$ cat src/sba_ram.sv
`default_nettype none

// Simple dual-port synchronous RAM: one write port, one registered read port.
module sba_ram #(
    parameter int DW = 8,
    parameter int AW = 4
) (
    input  wire logic          aclk,
    input  wire logic          wr_en,
    input  wire logic [AW-1:0] wr_addr,
    input  wire logic [DW-1:0] wr_data,
    input  wire logic [AW-1:0] rd_addr,
    output logic      [DW-1:0] rd_data
);

    logic [DW-1:0] mem [2**AW];

    // Write port.
    always_ff @(posedge aclk) begin
        if (wr_en) begin
            mem[wr_addr] <= wr_data;
        end
    end

    // Registered read port.
    always_ff @(posedge aclk) begin
        rd_data <= mem[rd_addr];
    end

endmodule

`default_nettype wire

$ cat config.mk
export PLATFORM = sky130hd
export DESIGN_NAME = sba_ram
export DESIGN_NICKNAME = d
export VERILOG_FILES = /design/src/sba_ram.sv
export SDC_FILE = /design/constraint.sdc
export NUM_CORES = 1
export LEC_CHECK = 0
export BUFFER_PORTS_ARGS = -buffer_cell sky130_fd_sc_hd__buf_4
export CORE_UTILIZATION = 68
export CTS_BUF_LIST = sky130_fd_sc_hd__clkbuf_2
export CTS_CLUSTER_DIAMETER = 60
export DETAILED_ROUTE_END_ITERATION = 6
export GPL_ROUTABILITY_DRIVEN = 0
export PLACE_DENSITY_LB_ADDON = 0.08
export REMOVE_ABC_BUFFERS = 1
export SLEW_MARGIN = 0
export SYNTH_ARGS = -nofsm -noshare
export SYNTH_HDL_FRONTEND = slang
export SYNTH_SLANG_ARGS = --single-unit
$ cat constraint.sdc
create_clock -name aclk -period 3.2 [get_ports aclk]
set_clock_uncertainty 0.15 [all_clocks]
set_input_delay 0.16 -clock aclk [delete_from_list [all_inputs] [get_ports aclk]]
set_output_delay 0.16 -clock aclk [all_outputs]
set_load 0.02 [all_outputs]
==> results of run 1 <==
## metal layers
layer | track usage [%] | part of all wire [%]
met5 | 0 | 0
met4 | 11.1 | 2.2
met3 | 7.29 | 8.8
met2 | 40.8 | 49
met1 | 34.7 | 40
## kinds of logic after synthesis
logic type	after synthesis
and+or+nand+nor	35
buffers and inverters	10
DFF	136
AOI/OAI and AO/OA	16
muxes	32
## final timing paths
path | from | endpoint | slack, ns | depth (start not counted)
worst min-delay path | rd_addr[0] | rd_data[5] | 0.19 | 4
worst max-delay path | rd_addr[2] | rd_data[7] | 0.39 | 8
worst max register to register | mem[10][7] | rd_data[7] | 0.70 | 5
worst min register to register | mem[11][5] | rd_data[5] | 0.55 | 3
## cells in the mapped netlist, drive strengths merged
cell / instances / share of area (%)
and2: 1 / 0.12
nor3: 4 / 0.39
mux4: 32 / 15
nor2b: 1 / 0.12
dfxtp: 8 / 3.1
and2b: 1 / 0.15
a22oi: 16 / 2.3
nor2: 13 / 0.95
nand2: 9 / 0.66
nand2b: 2 / 0.24
nand3b: 2 / 0.29
edfxtp: 128 / 75
clkdlybuf4s25: 3 / 0.58
or3b: 1 / 0.17
buf: 7 / 1.1
nand3: 1 / 0.097
## metrics by stage
| step | setup slack [ns] | hold slack [ns] | total power [mW] | instance area (µm²) |
|---|---|---|---|---|
| after floorplan | 1.40 | 0.109 | 2.13 | 5060 |
| after detailed placement | 1.21 | 0.328 | 2.24 | 5400 |
| after global routing | 0.338 | 0.179 | 3.29 | 5860 |
| after global placement | 1.24 | 0.320 | 2.23 | 5400 |
| after CTS | 0.519 | 0.154 | 3.20 | 5860 |
| final | 0.392 | 0.195 | 3.19 | 5860 |
## where the power goes
group	switching, mW	leakage (nW)	internal (mW)
Sequential	0.0103	1.22	1.99
Clock	0.610	0.132	0.357
Combinational	0.121	0.605	0.103
Total	0.741	1.96	2.45
## registers in the layout, summed over array words and instances (netlist names)
name and cells:
mem 128, rd_data 8
## critical path, cell delays in order
cell and delay [ns]:
dlygate4sd3_1 0.53, buf_4 0.16, nor2b_1 0.33, dlygate4sd3_1 0.77, a22oi_1 0.14, dlygate4sd3_1 0.58, nand2_1 0.06, dlygate4sd3_1 0.55
## layout make-up
| class | count | area [µm²] | share of cell area, % |
|---|---|---|---|
| flip-flops and latches | 136 | 4000 | 68.3 |
| multi-input cells | 83 | 1060 | 18.0 |
| repair buffers | 51 | 438 | 7.47 |
| clock inverters | 15 | 151 | 2.58 |
| well taps | 99 | 124 | 2.11 |
| clock buffers | 17 | 85.1 | 1.45 |
## what timing repair did
action | 4_1_cts | 5_1_grt
gates resized for setup | 0 | 0
hold buffers | 22 | 0
setup endpoints to repair | 0 | 0
hold endpoints to repair | 196 | 0
==> impl_metrics.json, run 1 <==
{
  "syn_inst": 229,
  "final_core_util_pct": 80.4,
  "drv_cap": 0,
  "layout.cells.non_filler": 401,
  "rsz0062_at_grt": "no",
  "grt_usage_pct": 25.8,
  "synthXorXnorAreaFrac_pct": 0,
  "antenna_cells": 0,
  "synth-simple-area-share_pct": 3.18,
  "antenna_found_initial": 0,
  "outcome": "finished, final reports clean",
  "critPathKind": "in2reg",
  "worstHoldPathType": "in2reg",
  "die_width_um": 89.0,
  "synth_cell_types": 19,
  "setup_viol_count_final": 0,
  "drtAntennaViolNets": 0,
  "vias": 2503,
  "drive_gt1_share_pct": 25.8,
  "worst_pin_slew_ns": 0.939,
  "clock_path_buffers": 2,
  "ys_seq_area_share_pct": 77.8,
  "slew_viol_final": 0,
  "h-tree-depth": 4,
  "die_h_um": 89.0,
  "firstDrtPassIters": 5,
  "port_buffers": 25,
  "die_area_um2": 7920,
  "fill_cells": 377,
  "relSlewSlack_pct": 36.9,
  "cp.required_ns": 3.67,
  "synth_top_family_by_area": "multiplexers",
  "first_global_vias": 2506,
  "io_pins": 26,
  "syn_area_um2": 5150,
  "yosys.area_share.adder_pct": 0,
  "drc": 0,
  "start_util_pct": 70.6,
  "ir_worst_vdd_v": 0.000396,
  "syn_avg_cell_area_um2": 22.5,
  "layout.nets": 307,
  "drtIter0Drc": 240,
  "cts_made_buffers": 17,
  "setup_tns_ns": 0,
  "cts_tree": "built",
  "totalWireLength_um": 9230,
  "muxShareOfSynthArea_pct": 15.0,
  "final_common_cell": "edfxtp_1",
  "fin_crit_sh_pct": 87.8,
  "syn_to_final_growth_pct": 13.8,
  "wl_per_cell_um": 23.0,
  "dpl.cell_count": 347,
  "p_per_area_nw_per_um2": 545,
  "cts_root_buffer": "clkbuf_2",
  "crit_fanout": 5,
  "worstPathArrival_ns": 3.28,
  "hold_violations": 0,
  "layout_common_cells": "edfxtp_1 (128), buf_4 (29), dlygate4sd3_1 (22)",
  "setup.worst_path.end_class": "register",
  "viasPerCell": 6.24,
  "fin_crit_ns": 2.81,
  "crit_path_start_kind": "primary input",
  "cts_setup_buffers": 0,
  "synth_seq_cells": 136,
  "hpwl_um": 5450,
  "clkTransAtPathRegs_ns": 0.21,
  "max_freq_ghz": 0.356,
  "row_count": 31,
  "p_leak_nw": 1.96,
  "synth_warnings": 0,
  "clock_latency_ns": 0.65,
  "grt_max_degree": 33,
  "synth_compound_area_share_pct": 2.33,
  "cts_sinks": 136,
  "core_area_um2": 7290,
  "grt_overflow": 0,
  "grt_first_pass_wirelength_um": 13500
}
Note: power is estimated with default switching activity, not from simulation.
==> inputs of run 2 (changes only) <==
--- a/config.mk
+++ b/config.mk
@@ -6,7 +6,7 @@
 export NUM_CORES = 1
 export LEC_CHECK = 0
 export BUFFER_PORTS_ARGS = -buffer_cell sky130_fd_sc_hd__buf_4
-export CORE_UTILIZATION = 68
+export CORE_UTILIZATION = 63
 export CTS_BUF_LIST = sky130_fd_sc_hd__clkbuf_2
 export CTS_CLUSTER_DIAMETER = 60
 export DETAILED_ROUTE_END_ITERATION = 6
==> constraint.sdc (replaced) <==
create_clock -name aclk -period 3.1 [get_ports aclk]
set_clock_uncertainty 0.15 [all_clocks]
set_input_delay 0.155 -clock aclk [delete_from_list [all_inputs] [get_ports aclk]]
set_output_delay 0.155 -clock aclk [all_outputs]
set_load 0.02 [all_outputs]
==> run 2 against run 1 <==
  * Sequential cell count is the same
  * Final cell count up 1.5%
  * Worst hold slack better by 0.0028 ns
  * Critical path type unchanged
  * Via count grew 0.44%
  * Register-to-register slack worse by 0.12 ns
  * First-iteration DRC count down 0.83%
  * Sequential power is 3% higher
  * Critical path depth unchanged
  * Sequential share of layout area fell by 0.42 points
==> impl_metrics.json, run 2 (synthesized netlist as in run 1, its figures left out) <==
{
  "wl_per_cell_um": 23.4,
  "relSlewSlack_pct": 34.4,
  "cts_made_buffers": 17,
  "crit_path_start_kind": "primary input",
  "cts_root_buffer": "clkbuf_2",
  "crit_chain": "dlygate4sd3_1 -> buf_4 -> nor2b_1 -> dlygate4sd3_1 -> a22oi_1 -> dlygate4sd3_1 -> nand2_1 -> dlygate4sd3_1",
  "max_freq_ghz": 0.344,
  "viasPerCell": 6.18,
  "setup_ws_ns": 0.193,
  "grt_usage_pct": 25.4,
  "clkTransAtPathRegs_ns": 0.20,
  "crit_fanout": 8,
  "hold_violations": 0,
  "antenna_found_initial": 0,
  "hpwl_um": 5700,
  "grt_max_degree": 33,
  "cp.required_ns": 3.57,
  "clock_latency_ns": 0.65,
  "die_h_um": 92.4,
  "core_area_um2": 7810,
  "slew_viol_final": 0,
  "place_ws_ns": 1.14,
  "setup_viol_count_final": 0,
  "io_pins": 26,
  "layout_common_cells": "edfxtp_1 (128), buf_4 (29), dlygate4sd3_1 (25)",
  "dpl.cell_count": 350,
  "layout.nets": 310,
  "firstDrtPassIters": 4,
  "cts_sinks": 136,
  "port_buffers": 25,
  "vias": 2514,
  "clock_path_buffers": 2,
  "outcome": "finished, final reports clean",
  "totalWireLength_um": 9520,
  "worst_pin_slew_ns": 0.980,
  "die_area_um2": 8540,
  "final_core_util_pct": 75.5,
  "p_per_area_nw_per_um2": 560,
  "p_leak_nw": 1.98,
  "die_width_um": 92.4,
  "final_common_cell": "edfxtp_1",
  "top_register": "mem",
  "fin_crit_ns": 2.91,
  "reg.largest.list": "mem: 128 flops, rd_data: 8 flops",
  "setup_tns_ns": 0,
  "critPathKind": "in2reg",
  "cp_common_cell": "dlygate4sd3_1",
  "syn_to_final_growth_pct": 14.5,
  "rsz0062_at_grt": "no",
  "worstHoldPathType": "in2reg",
  "worst-path-buf-inv": 5,
  "cts_resized": 0,
  "power_mw": 3.30,
  "drtAntennaViolNets": 0,
  "first_global_vias": 2567,
  "drive_gt1_share_pct": 25.9,
  "grt_first_pass_wirelength_um": 14700,
  "fin_crit_sh_pct": 93.8,
  "row_count": 32,
  "h-tree-depth": 4,
  "slowest_delay_ns": 0.66,
  "crit_family": "buffers and inverters",
  "largest_register_ffs": 128,
  "start_util_pct": 65.9,
  "cts_tree": "built",
  "grt_overflow": 0,
  "drv_cap": 0,
  "setup.worst_path.end_class": "register",
  "drc": 0,
  "ir_worst_vdd_v": 0.000319,
  "cts_setup_buffers": 0,
  "antenna_cells": 0,
  "drtIter0Drc": 238,
  "slowest_stage": "dlygate4sd3_1",
  "layout.cells.non_filler": 407,
  "worstPathArrival_ns": 3.38
}
==> run 2: cell types whose count changed in the layout (fill, tap and decap cells not counted), sizes merged <==
| cell | previous run | this run |
|---|---|---|
| clkinv | 6 | 8 |
| clkinvlp | 4 | 3 |
| dlygate4sd3 | 22 | 25 |
| inv | 3 | 2 |
==> run 2: final cells by class <==
cell class	instances	area, µm²
fill	437	1910
clock buffer	17	85.1
sequential	136	4000
tap	102	128
multi-input combinational	83	1060
clock inverter	15	154
timing repair buffer	54	468
==> run 2: repair_timing <==
item                                    CTS  global route
endpoints found under the hold margin   229             0
hold buffers                             25             0
endpoints found under the setup margin    0             0
==> run 2: worst register-to-register path: stages, from the launching register on <==
cell and delay, ns:
edfxtp_1 0.42, mux4_1 0.49, a22oi_1 0.19, dlygate4sd3_1 0.57, nand2_1 0.05, dlygate4sd3_1 0.56
==> run 2: final timing paths <==
check,slack (ns),to,cells past startpoint,from
worst max-delay path,0.19,rd_data[7],8,rd_addr[2]
worst min-delay path,0.20,mem[10][4],2,wr_data[4]
worst max register to register,0.58,rd_data[3],5,mem[0][3]
worst min register to register,0.55,rd_data[6],3,mem[12][6]
==> run 2: metrics by stage <==
| step | hold slack (ns) | cell area [µm²] |
|---|---|---|
| 2_1_floorplan | 0.104 | 5060 |
| 3_3_place_gp | 0.311 | 5410 |
| 3_5_place_dp | 0.321 | 5410 |
| 4_1_cts | 0.135 | 5900 |
| 5_1_grt | 0.164 | 5900 |
| 6_report | 0.197 | 5900 |
==> run 2: where the power goes <==
part	switching (mW)	internal [mW]	total, mW
sequential	0.0131	2.05	2.07
clock	0.634	0.370	1.00
combinational	0.122	0.109	0.231
total	0.769	2.53	3.30
==> run 2: per-layer routing <==
layer / track usage, % / up-vias / routed length [µm] / share of wire [%]
li1: - / 1099 / - / -
met1: 35.7 / 1280 / 3910 / 41
met2: 39.4 / 119 / 4760 / 50
met3: 5.83 / 16 / 747 / 7.8
met4: 10.0 / 0 / 107 / 1.1
met5: 0 / - / 0 / 0
