**config.mk**
```make
export PLATFORM = sky130hd
export DESIGN_NAME = sba_rem_unit
export DESIGN_NICKNAME = d
export VERILOG_FILES = /design/src/sba_pkg.sv /design/src/sba_rem_unit.sv
export SDC_FILE = /design/constraint.sdc
export NUM_CORES = 1
export LEC_CHECK = 0
export BUFFER_PORTS_ARGS = -buffer_cell sky130_fd_sc_hd__buf_2
export CAP_MARGIN = 30
export CORE_ASPECT_RATIO = 0.75
export CORE_UTILIZATION = 55
export DETAILED_ROUTE_END_ITERATION = 10
export GPL_TIMING_DRIVEN = 0
export PLACE_DENSITY = 0.89
export SYNTH_ARGS = -nofsm -noshare
export SYNTH_HDL_FRONTEND = slang
export SYNTH_SLANG_ARGS = --single-unit
```
**constraint.sdc**
```tcl
create_clock -name aclk -period 3.7 [get_ports aclk]
set_clock_uncertainty 0.1 [all_clocks]
set_input_delay 0.74 -clock aclk [delete_from_list [all_inputs] [get_ports aclk]]
set_output_delay 0.74 -clock aclk [all_outputs]
set_load 0.05 [all_outputs]
```
**src/sba_pkg.sv**
```systemverilog
`default_nettype none

package sba_pkg;

    // Fixed field widths of the request and result transfers.
    localparam int ADDR_W    = 32;
    localparam int SIZE_W    = 13;
    localparam int MIN_BLOCK = 4;

    // Packed stream widths, padded to whole bytes.
    localparam int S_TDATA_W = 48;
    localparam int M_TDATA_W = 40;

    // Request kinds carried on s_tuser.
    localparam logic KIND_ALLOC = 1'b0;
    localparam logic KIND_FREE  = 1'b1;

    // Result status codes.
    typedef enum logic [1:0] {
        ST_OK       = 2'd0,
        ST_FULL     = 2'd1,
        ST_BAD_SIZE = 2'd2,
        ST_FOREIGN  = 2'd3
    } status_t;

endpackage

`default_nettype wire

```
**src/sba_rem_unit.sv**
```systemverilog
`default_nettype none

// Restoring remainder unit: one dividend bit per cycle, DIV_W dividend bits a pass.
// The remainder is valid in the cycle where done is high.
module sba_rem_unit
    import sba_pkg::*;
#(
    parameter int DIV_W = 12
) (
    input  wire logic              aclk,
    input  wire logic              aresetn,
    input  wire logic              start,
    input  wire logic [DIV_W-1:0]  dividend,
    input  wire logic [SIZE_W-1:0] divisor,
    output logic                   done,
    output logic      [SIZE_W-1:0] remainder
);

    localparam int CNT_W = $clog2(DIV_W + 1);

    logic              busy_reg, busy_next;
    logic              done_reg, done_next;
    logic [CNT_W-1:0]  cnt_reg, cnt_next;
    logic [DIV_W-1:0]  dvd_reg, dvd_next;
    logic [SIZE_W-1:0] dvs_reg, dvs_next;
    logic [SIZE_W-1:0] rem_reg, rem_next;
    logic [SIZE_W:0]   trial;
    logic [SIZE_W:0]   reduced;

    // One restoring step: shift in the next dividend bit, subtract if it fits.
    always_comb begin
        trial = {rem_reg, dvd_reg[DIV_W-1]};
        if (trial >= {1'b0, dvs_reg}) begin
            reduced = trial - {1'b0, dvs_reg};
        end else begin
            reduced = trial;
        end
    end

    // Sequencing of a pass.
    always_comb begin
        busy_next = busy_reg;
        done_next = 1'b0;
        cnt_next  = cnt_reg;
        dvd_next  = dvd_reg;
        dvs_next  = dvs_reg;
        rem_next  = rem_reg;
        if (start) begin
            busy_next = 1'b1;
            cnt_next  = CNT_W'(DIV_W);
            dvd_next  = dividend;
            dvs_next  = divisor;
            rem_next  = '0;
        end else if (busy_reg) begin
            rem_next = reduced[SIZE_W-1:0];
            dvd_next = {dvd_reg[DIV_W-2:0], 1'b0};
            cnt_next = cnt_reg - 1'b1;
            if (cnt_reg == CNT_W'(1)) begin
                busy_next = 1'b0;
                done_next = 1'b1;
            end
        end
    end

    // Control state.
    always_ff @(posedge aclk) begin
        if (!aresetn) begin
            busy_reg <= 1'b0;
            done_reg <= 1'b0;
            cnt_reg  <= '0;
        end else begin
            busy_reg <= busy_next;
            done_reg <= done_next;
            cnt_reg  <= cnt_next;
        end
    end

    // Datapath registers.
    always_ff @(posedge aclk) begin
        dvd_reg <= dvd_next;
        dvs_reg <= dvs_next;
        rem_reg <= rem_next;
    end

    assign done      = done_reg;
    assign remainder = rem_reg;

endmodule

`default_nettype wire

```
==> impl_results.md, run 1 <==
- Slowest stage delay, CP: 0.40 ns
- Asr flop ratio synth: 0%
- Die height: 59.8 µm
- Final min period: 2.68 ns
- Post-synth EDFFs: 25
- Flops & latches, synth: 44
- CP top delay family: compound AO/OA/AOI/OAI gates
- CTS clk-pin slew, worst paths: 0.09 ns
- Status: complete, no violations
- Port Buffers: 41
- Finish-stage setup viols: 0
- Max Cap Violations: 0
- Reg-to-Reg Start: dvd_reg[11]
- Mapped Area: 0.00245 mm²
- Period utilization: 72.3%
- Cell at the slowest stage of the critical path: fa_1
- Routed vias/inst: 5.71
- Avg Inst Size Synth: 10.8 µm²
- Setup Buffers After CTS: 0
- RSZ-0062 raised after global routing: false
- Initial antenna violation count: 0
- H-tree levels: 2
- # diodes: 0
- Area leader, netlist: edfxtp_1
- Wirelength per Cell: 15.0 µm
- Yosys cell types: 54
- TritonCTS clock tree: done
- Non-Filler Instances: 331
- Power Density: 435 mW/mm²
- Fin. Hold Viols: 0
- Number of global-route vias before repair: 1707
- Bufs and invs on worst path: 2
- Ports: 42
- FF-to-FF path depth: 10
- Synth warnings: 0
- Initial core utilization: 59.0%
- Worst-margin pin slew: 0.589 ns
- Number of remaining DRC errors: 0
- Sequential element share of the synthesized area: 46.1%
- Root buf cell: clkbuf_8
- Clock Tree Buf Depth: 2
- First-pass GRT wire length: 7910 µm
- LEAKAGE: 0.00122 µW
- Worst-skew pair later-pin latency: 0.31 ns
- Core Area: 0.00415 mm²
- GRT Overall Usage: 23.1%
- Total grt overflow: 0
- Layout cell share with drive strength beyond 1: 27.9%
- WP depth: 10
- Die area: 0.00473 mm²
- Crit Path Max Fanout: 10
- Post-Syn Instances: 227
- Arrival time worst endpoint: 2.80 ns
- Critical Path, Cell by Cell: inv_1 > ha_1 > fa_1 > nor2b_1 > o21ai_0 > a31oi_2 > a21boi_2 > buf_6 > or3_4 > a311oi_2
- TritonRoute pass-1 iters: 5
- Die Wd: 79.1 µm
- Placed cells: 323
- WL final: 4960 µm
- Critical Path Start: dvd_reg[11]
- Min-delay src: cnt_reg[1]
- Largest net degree at the start of global routing: 17
- Number of hold buffers added after cts: 0
- Worst r2r dst: remainder[5]
- Nets: 319
- Setup TNS: 0 ns
- Relative slew slack: 60.7%
- Dpl hpwl: 3600 µm
- Worst vdd ir: 352 µV
- Mapped Nets: 271
- Cts bufs inserted: 5
- Final ANT Viol Nets: 0
- WS Path Type: flop to flop
- CP endpoint kind: flop
- HP Class: flop to flop
- Post-synth top flop: edfxtp_1
- Vias: 1891
- Area delta synth->final: 16.1%
- Max-slew violations: 0
- Fmax: 0.374 GHz
- CP endpoint: remainder[5]
- Placer Congestion: 0.883
- Resize count post-CTS: 0
- Top cells by area, synth: edfxtp_1 31%, dfxtp_1 16%, ha_1 7.7%
- Yosys top cell area share: 30.6%
- Startpoint types: flop
- CTS Sinks: 44
- R2r setup slk: 1.02 ns
- # rows: 20
- CP required: 3.82 ns
- DR iter-0 viols: 132
stage by stage:
stage	power [µW]	worst slack, ns	utilization (%)	area, µm²	hold WS [ns]
6_report	1240	1.02	68.6	2850	0.399
5_1_grt	1290	0.902	68.6	2850	0.433
4_1_cts	1240	1.04	68.6	2850	0.399
3_5_place_dp	865	0.997	65.6	2730	0.387
3_3_place_gp	853	1.03	65.6	2730	0.384
2_1_floorplan	794	0.984	-	2450	0.369
power by group:
part           internal [µW]  switching [µW]
registers                559            20.6
clock network            211             169
logic                    111             167
final cells by class:
| cell class | count | area, µm² |
|---|---|---|
| Buffer | 11 | 62.6 |
| Clock buffer | 8 | 121 |
| Fill cell | 329 | 1310 |
| Inverter | 23 | 86.3 |
| Multi-Input combinational cell | 149 | 1170 |
| Sequential cell | 44 | 1130 |
| Tap cell | 55 | 68.8 |
| Timing Repair Buffer | 41 | 205 |
cell families after synthesis:
logic type	count (synthesis)	synth area share, %
AOI/OAI and AO/OA	56	17.1
xor gates and xnor gates	11	3.93
adders and majority gates	16	8.47
buffers and inverters	34	6.07
DFF	44	46.1
muxes	15	6.68
and+or+nand+nor	51	11.6
worst min-delay path by stage:
stage | end | slack, ns | depth (start not counted)
2_1_floorplan | cnt_reg[1] | 0.37 | 2
3_3_place_gp | cnt_reg[1] | 0.38 | 2
3_5_place_dp | cnt_reg[1] | 0.39 | 2
4_1_cts | cnt_reg[1] | 0.40 | 2
5_1_grt | cnt_reg[1] | 0.43 | 2
6_report | cnt_reg[1] | 0.40 | 2
cell usage after synthesis (5+ instances only):
master	number
a211oi_1	8
a21oi_1	7
dfxtp_1	19
edfxtp_1	25
ha_1	15
inv_1	23
mux2_2	11
nand2_1	9
nor2_1	13
nor2b_1	5
o21ai_0	6
xor2_1	7
worst min-delay path, stage by stage, from the launching register on:
cell      delay, ns
dfxtp_1        0.33
nor2_1         0.08
a211oi_1       0.05
routing by layer:
metal	track usage, %	vias to the layer above	share of wire [%]
li1	-	928	-
met1	29.8	888	45
met2	37.6	67	46
met3	4.73	8	7.6
met4	10.9	0	1.8
met5	0	-	0
layout by cell type, fill, tap and decap left out, types with 4 or more instances in the layout:
| cell type | n |
|---|---|
| o21ai_1 | 4 |
| nor2b_1 | 5 |
| mux2_2 | 11 |
| a211oi_1 | 8 |
| mux2i_1 | 4 |
| o21ai_0 | 6 |
| clkbuf_1 | 4 |
| dfxtp_1 | 19 |
| a21oi_1 | 7 |
| nand2_1 | 9 |
| ha_1 | 15 |
| xor2_1 | 7 |
| buf_2 | 43 |
| clkbuf_8 | 7 |
| a32oi_1 | 4 |
| nor2_1 | 13 |
| o21a_1 | 4 |
| xnor2_1 | 4 |
| inv_1 | 23 |
| edfxtp_1 | 25 |
| nand4b_1 | 4 |
No activity file was read; power rests on OpenSTA's default activity.
==> run 2, diff against run 1 <==
- ABC_AREA: not set -> 1
- clock period: 3.7 -> 2.65 ns (I/O delays scaled with it)
==> impl_results.md, run 2 <==
- Final instance area: 0.00309 mm²
- CP required: 2.74 ns
- Setup TNS: 0 ns
- Met2 routed WL: 2640 µm
- Count leader, synth: nand2_1
- # diodes: 0
- Avg Inst Size Synth: 7.32 µm²
- GRT Overall Usage: 24.8%
- Total grt overflow: 0
- Top cell by count, worst path: nand2_1
- First-pass GRT wire length: 10100 µm
- Number of remaining DRC errors: 0
- Mapped Nets: 412
- Relative slew slack: 64.4%
- Clock Tree Buf Depth: 2
- Post-synth top flop: edfxtp_1
- Mapped Area: 0.00269 mm²
- Wirelength per Cell: 12.8 µm
- Placer Congestion: 0.957
- WS Path Type: flop to flop
- Number of hold buffers added after cts: 0
- Placed cells: 466
- Top cells by area, synth: edfxtp_1 28%, nand2_1 19%, dfxtp_1 14%
- Post-Syn Instances: 368
- Filler Cells Inserted: 398
- Met1 WL: 2850 µm
- Die area: 0.00518 mm²
- Crit Path Max Fanout: 10
- Number of global-route vias before repair: 2244
- Vias: 2474
- H-tree levels: 2
- Period utilization: 80.8%
- Max Cap Violations: 0
- Asr flop ratio synth: 0%
- Most frequent cells after synthesis: 134 x nand2_1, 70 x inv_1, 27 x nand3_1, 25 x edfxtp_1, 19 x dfxtp_1
- Power Density: 496 mW/mm²
- Final ANT Viol Nets: 0
- Hold EP: dvs_reg[3]
- Reg-to-Reg Start: dvs_reg[0]
- Synth warnings: 0
- Port Buffers: 41
- Non-Filler Instances: 474
- RSZ-0062 raised after global routing: false
- Sequential element share of the synthesized area: 42.0%
- Worst-margin pin slew: 0.535 ns
- Die Wd: 82.8 µm
- Arrival time worst endpoint: 2.23 ns
- Number of cells on the worst hold path: 1
- WL final: 6050 µm
- Die height: 62.6 µm
- TritonCTS clock tree: done
- Startpoint types: flop
- Max-slew violations: 0
- Pre-CTS setup slack: 0.404 ns
- Status: complete, no violations
- Final WS setup: 0.510 ns
- CP top delay family: adder cells
- Cts bufs inserted: 5
- Area leader, netlist: edfxtp_1
- Worst vdd ir: 283 µV
- Area delta synth->final: 14.5%
- Layout cell share with drive strength beyond 1: 17.0%
- Dpl hpwl: 4530 µm
- DP Area: 0.00297 mm²
- CTS clk-pin slew, worst paths: 0.09 ns
- LEAKAGE: 0.00170 µW
- Commonest non-fill, non-tap cell in the layout: nand2_1
- Met3 wire length: 480 µm
- Fin. Hold Viols: 0
- Ports: 42
- Yosys cell types: 26
- Resize count post-CTS: 0
- Commonest non-fill, non-tap cells in the layout: 134 x nand2_1, 70 x inv_1, 45 x buf_2
- HP Class: input pin to flop
- FF-to-FF path depth: 11
- Max layer used: met4
- Initial core utilization: 58.9%
- DR iter-0 viols: 240
- Root buf cell: clkbuf_8
- Min-delay src: divisor[3]
- CTS Sinks: 44
- Critical Path, Cell by Cell: ha_1 > fa_1 > inv_1 > nand2_1 > nand3_2 > nand2_2 > nand3_2 > buf_6 > nand2_1 > nand3_1 > nand2_1
- Fmax: 0.467 GHz
- Flops & latches, synth: 44
- TritonRoute pass-1 iters: 5
- Slowest stage delay, CP: 0.40 ns
- Worst-skew pair later-pin latency: 0.30 ns
- Final min period: 2.14 ns
- Initial antenna violation count: 0
- Finish-stage setup viols: 0
- Post-synth EDFFs: 25
- R2r setup slk: 0.51 ns
- # rows: 21
- Nets: 460
- Routed vias/inst: 5.22
- Setup Buffers After CTS: 0
- CP endpoint kind: flop
- Yosys top cell area share: 27.9%
- Core Util, Final: 67.5%
- Bufs and invs on worst path: 2
- Largest net degree at the start of global routing: 16
- Cell at the slowest stage of the critical path: fa_1
- Core Area: 0.00457 mm²
- Worst r2r dst: remainder[4]
==> run 2: cell types whose count changed in the layout (fill, tap and decap cells not counted), moves of 5 or more <==
cell	before	now
nand2_1	9	134
inv_1	23	70
mux2_2	11	0
nand3_1	1	27
a211oi_1	8	1
nand4_1	0	16
nor2b_1	5	0
==> run 2: layer usage <==
metal / vias up / global-route usage (%)
met5: - / 0
met1: 1123 / 34.8
met4: 0 / 7.33
met3: 8 / 4.89
met2: 102 / 39.0
li1: 1241 / -
==> run 2: where the power goes <==
part | switching [µW] | internal, µW
clock | 251 | 284
combinational | 136 | 74.6
sequential | 16.2 | 769
==> run 2: kinds of logic after synthesis <==
family / Yosys count / synth area share (%)
AOI/OAI and AO/OA: 11 / 2.46
xor gates and xnor gates: 7 / 2.28
adders and majority gates: 16 / 7.71
buffers and inverters: 83 / 12.0
DFF: 44 / 42.0
and+or+nand+nor: 207 / 33.5
==> run 2: final cells by class <==
cell class	count	area, µm²	area share, %
multi-input combinational	241	1240	40.1
sequential	44	1130	36.7
inverter	74	278	9.00
timing repair buffer	41	205	6.65
tap	57	71.3	2.31
clock buffer	5	68.8	2.23
clock inverter	3	46.3	1.50
buffer	9	46.3	1.50
==> run 2: worst max path at each step <==
stage	start	endpoint	slack [ns]	cells past startpoint
2_1_floorplan	remainder[0]	remainder[11]	0.49	11
3_5_place_dp	start	dvd_reg[0]	0.40	4
3_3_place_gp	start	dvd_reg[4]	0.45	4
5_1_grt	dvd_reg[11]	remainder[8]	0.36	12
6_report	dvs_reg[0]	remainder[4]	0.51	11
4_1_cts	dvs_reg[0]	remainder[4]	0.53	11
==> run 2: metrics by stage <==
stage	hold slack, ns	power, µW
2_1_floorplan	0.375	943
3_3_place_gp	0.373	997
3_5_place_dp	0.376	1010
4_1_cts	0.291	1540
5_1_grt	0.288	1590
6_report	0.293	1530
==> run 3, diff against run 2 <==
- clock period: 2.65 -> 2.15 ns (I/O delays scaled with it)
==> impl_results.md, run 3 (synthesis results as in run 2) <==
- Part of the power in registers: 55.6%
- Total grt overflow: 0
- # rows: 21
- Reg-to-Reg Start: remainder[6]
- WS Path Type: flop to flop
- DR iter-0 viols: 185
- Period utilization: 97.0%
- H-tree levels: 2
- Ports: 42
- Int Pwr: 1270 µW
- WP depth: 10
- Cts bufs inserted: 5
- Worst-margin pin slew: 0.523 ns
- Top cell by count, worst path: nand2_1
- Clk pwr share: 29.2%
- Number of remaining DRC errors: 0
- WL final: 6190 µm
- CP required: 2.26 ns
- CP top delay family: simple AND/OR/NAND/NOR gates
- Crit Path Max Fanout: 10
- Number of global-route vias before repair: 2335
- HP Class: input pin to flop
- Finish-stage setup viols: 0
- CTS Sinks: 44
- Die area: 0.00518 mm²
- Routed vias/inst: 5.29
- Vias: 2519
- Worst r2r dst: remainder[0]
- CP endpoint: remainder[0]
- Slowest stage delay, CP: 0.37 ns
- Met2 global-route usage: 38.8%
- Hold slack final: 0.198 ns
- Die height: 62.6 µm
- Power Density: 556 mW/mm²
- Largest net degree at the start of global routing: 15
- Dpl hpwl: 4500 µm
- Area delta synth->final: 16.1%
- Fmax: 0.480 GHz
- # diodes: 0
- Setup TNS: 0 ns
- First-pass GRT wire length: 10400 µm
- Root buf cell: clkbuf_8
- LEAKAGE: 0.00173 µW
- Arrival time worst endpoint: 2.19 ns
- Startpoint types: flop
- Die Wd: 82.8 µm
- Worst-skew pair later-pin latency: 0.31 ns
- Sw frac: 27.1%
- Status: complete, no violations
- Final ANT Viol Nets: 0
- Initial antenna violation count: 0
- Final min period: 2.09 ns
- TritonRoute pass-1 iters: 5
- Bufs and invs on worst path: 1
- TritonCTS clock tree: done
- Fin. Hold Viols: 0
- Most used routing layer: met2
- Clock Tree Buf Depth: 2
- Initial core utilization: 58.9%
- Core Area: 0.00457 mm²
- Layout cell share with drive strength beyond 1: 17.9%
- GR Util met1: 34.7%
- Met3 Usage GRT: 5.42%
- Switching Power: 472 µW
- Worst vdd ir: 362 µV
- Relative slew slack: 65.1%
- Number of hold buffers added after cts: 0
- Wirelength per Cell: 13.0 µm
- Critical Path Start: remainder[6]
- GRT Overall Usage: 25.2%
- CP endpoint kind: flop
- Commonest non-fill, non-tap cells in the layout: 134 x nand2_1, 70 x inv_1, 43 x buf_2
- Max-slew violations: 0
- Nets: 462
- Critical Path, Cell by Cell: ha_1 > nand2_1 > nand2_1 > nand2_1 > nand2_1 > a21oi_4 > buf_4 > nand4_1 > nand3_1 > nand2_1
- Max Cap Violations: 0
- Cell at the slowest stage of the critical path: ha_1
- Port Buffers: 41
- R2r setup slk: 0.06 ns
- FF-to-FF path depth: 10
- CTS clk-pin slew, worst paths: 0.09 ns
- Comb pwr share: 15.2%
- Core Util, Final: 68.4%
- Commonest non-fill, non-tap cell in the layout: nand2_1
- Placer Congestion: 0.980
[run 3: final cells by class]
class,instances,area [µm²]
Buffer,9,55.1
Clock buffer,6,72.6
Clock inverter,2,11.3
Fill cell,389,1450
Inverter,74,278
Multi-Input combinational cell,241,1270
Sequential cell,44,1130
Tap cell,57,71.3
Timing Repair Buffer,43,238
[run 3: worst min-delay path by stage]
stage,from,end,cells past startpoint
after global placement,remainder[0],remainder[0],2
after floorplan,cnt_reg[1],cnt_reg[1],2
after CTS,divisor[5],dvs_reg[5],1
after global routing,divisor[4],dvs_reg[4],1
after detailed placement,remainder[0],remainder[0],2
final,divisor[1],dvs_reg[1],1
[run 3: through the flow]
step                area (µm²)  worst slack (ns)  total power (µW)  cells
finish                    3130            0.0645              1740    476
global route              3130           -0.0391              1820    476
CTS                       3060            0.0373              1740    474
detailed placement        2970          -0.00387              1240    466
global placement          2970            0.0558              1230    466
floorplan                 2700            0.0683              1160    368
[run 3: routing by layer]
metal,wire (µm),up-vias
li1,-,1248
met1,2800,1131
met2,2690,118
met3,501,22
met4,196,0
met5,0,-
[run 3: repair_timing]
item | in CTS | in global routing
buffers inserted | 0 | 1
setup endpoints to repair | 0 | 12
gates resized for setup | 0 | 10
[run 3: power by group through the flow]
stage / sequential, µW / combinational [µW] / clock [µW]
after floorplan: 990 / 172 / 0
after global placement: 985 / 246 / 0
after detailed placement: 988 / 254 / 0
after CTS: 968 / 257 / 517
after global routing: 974 / 298 / 548
final: 968 / 264 / 508
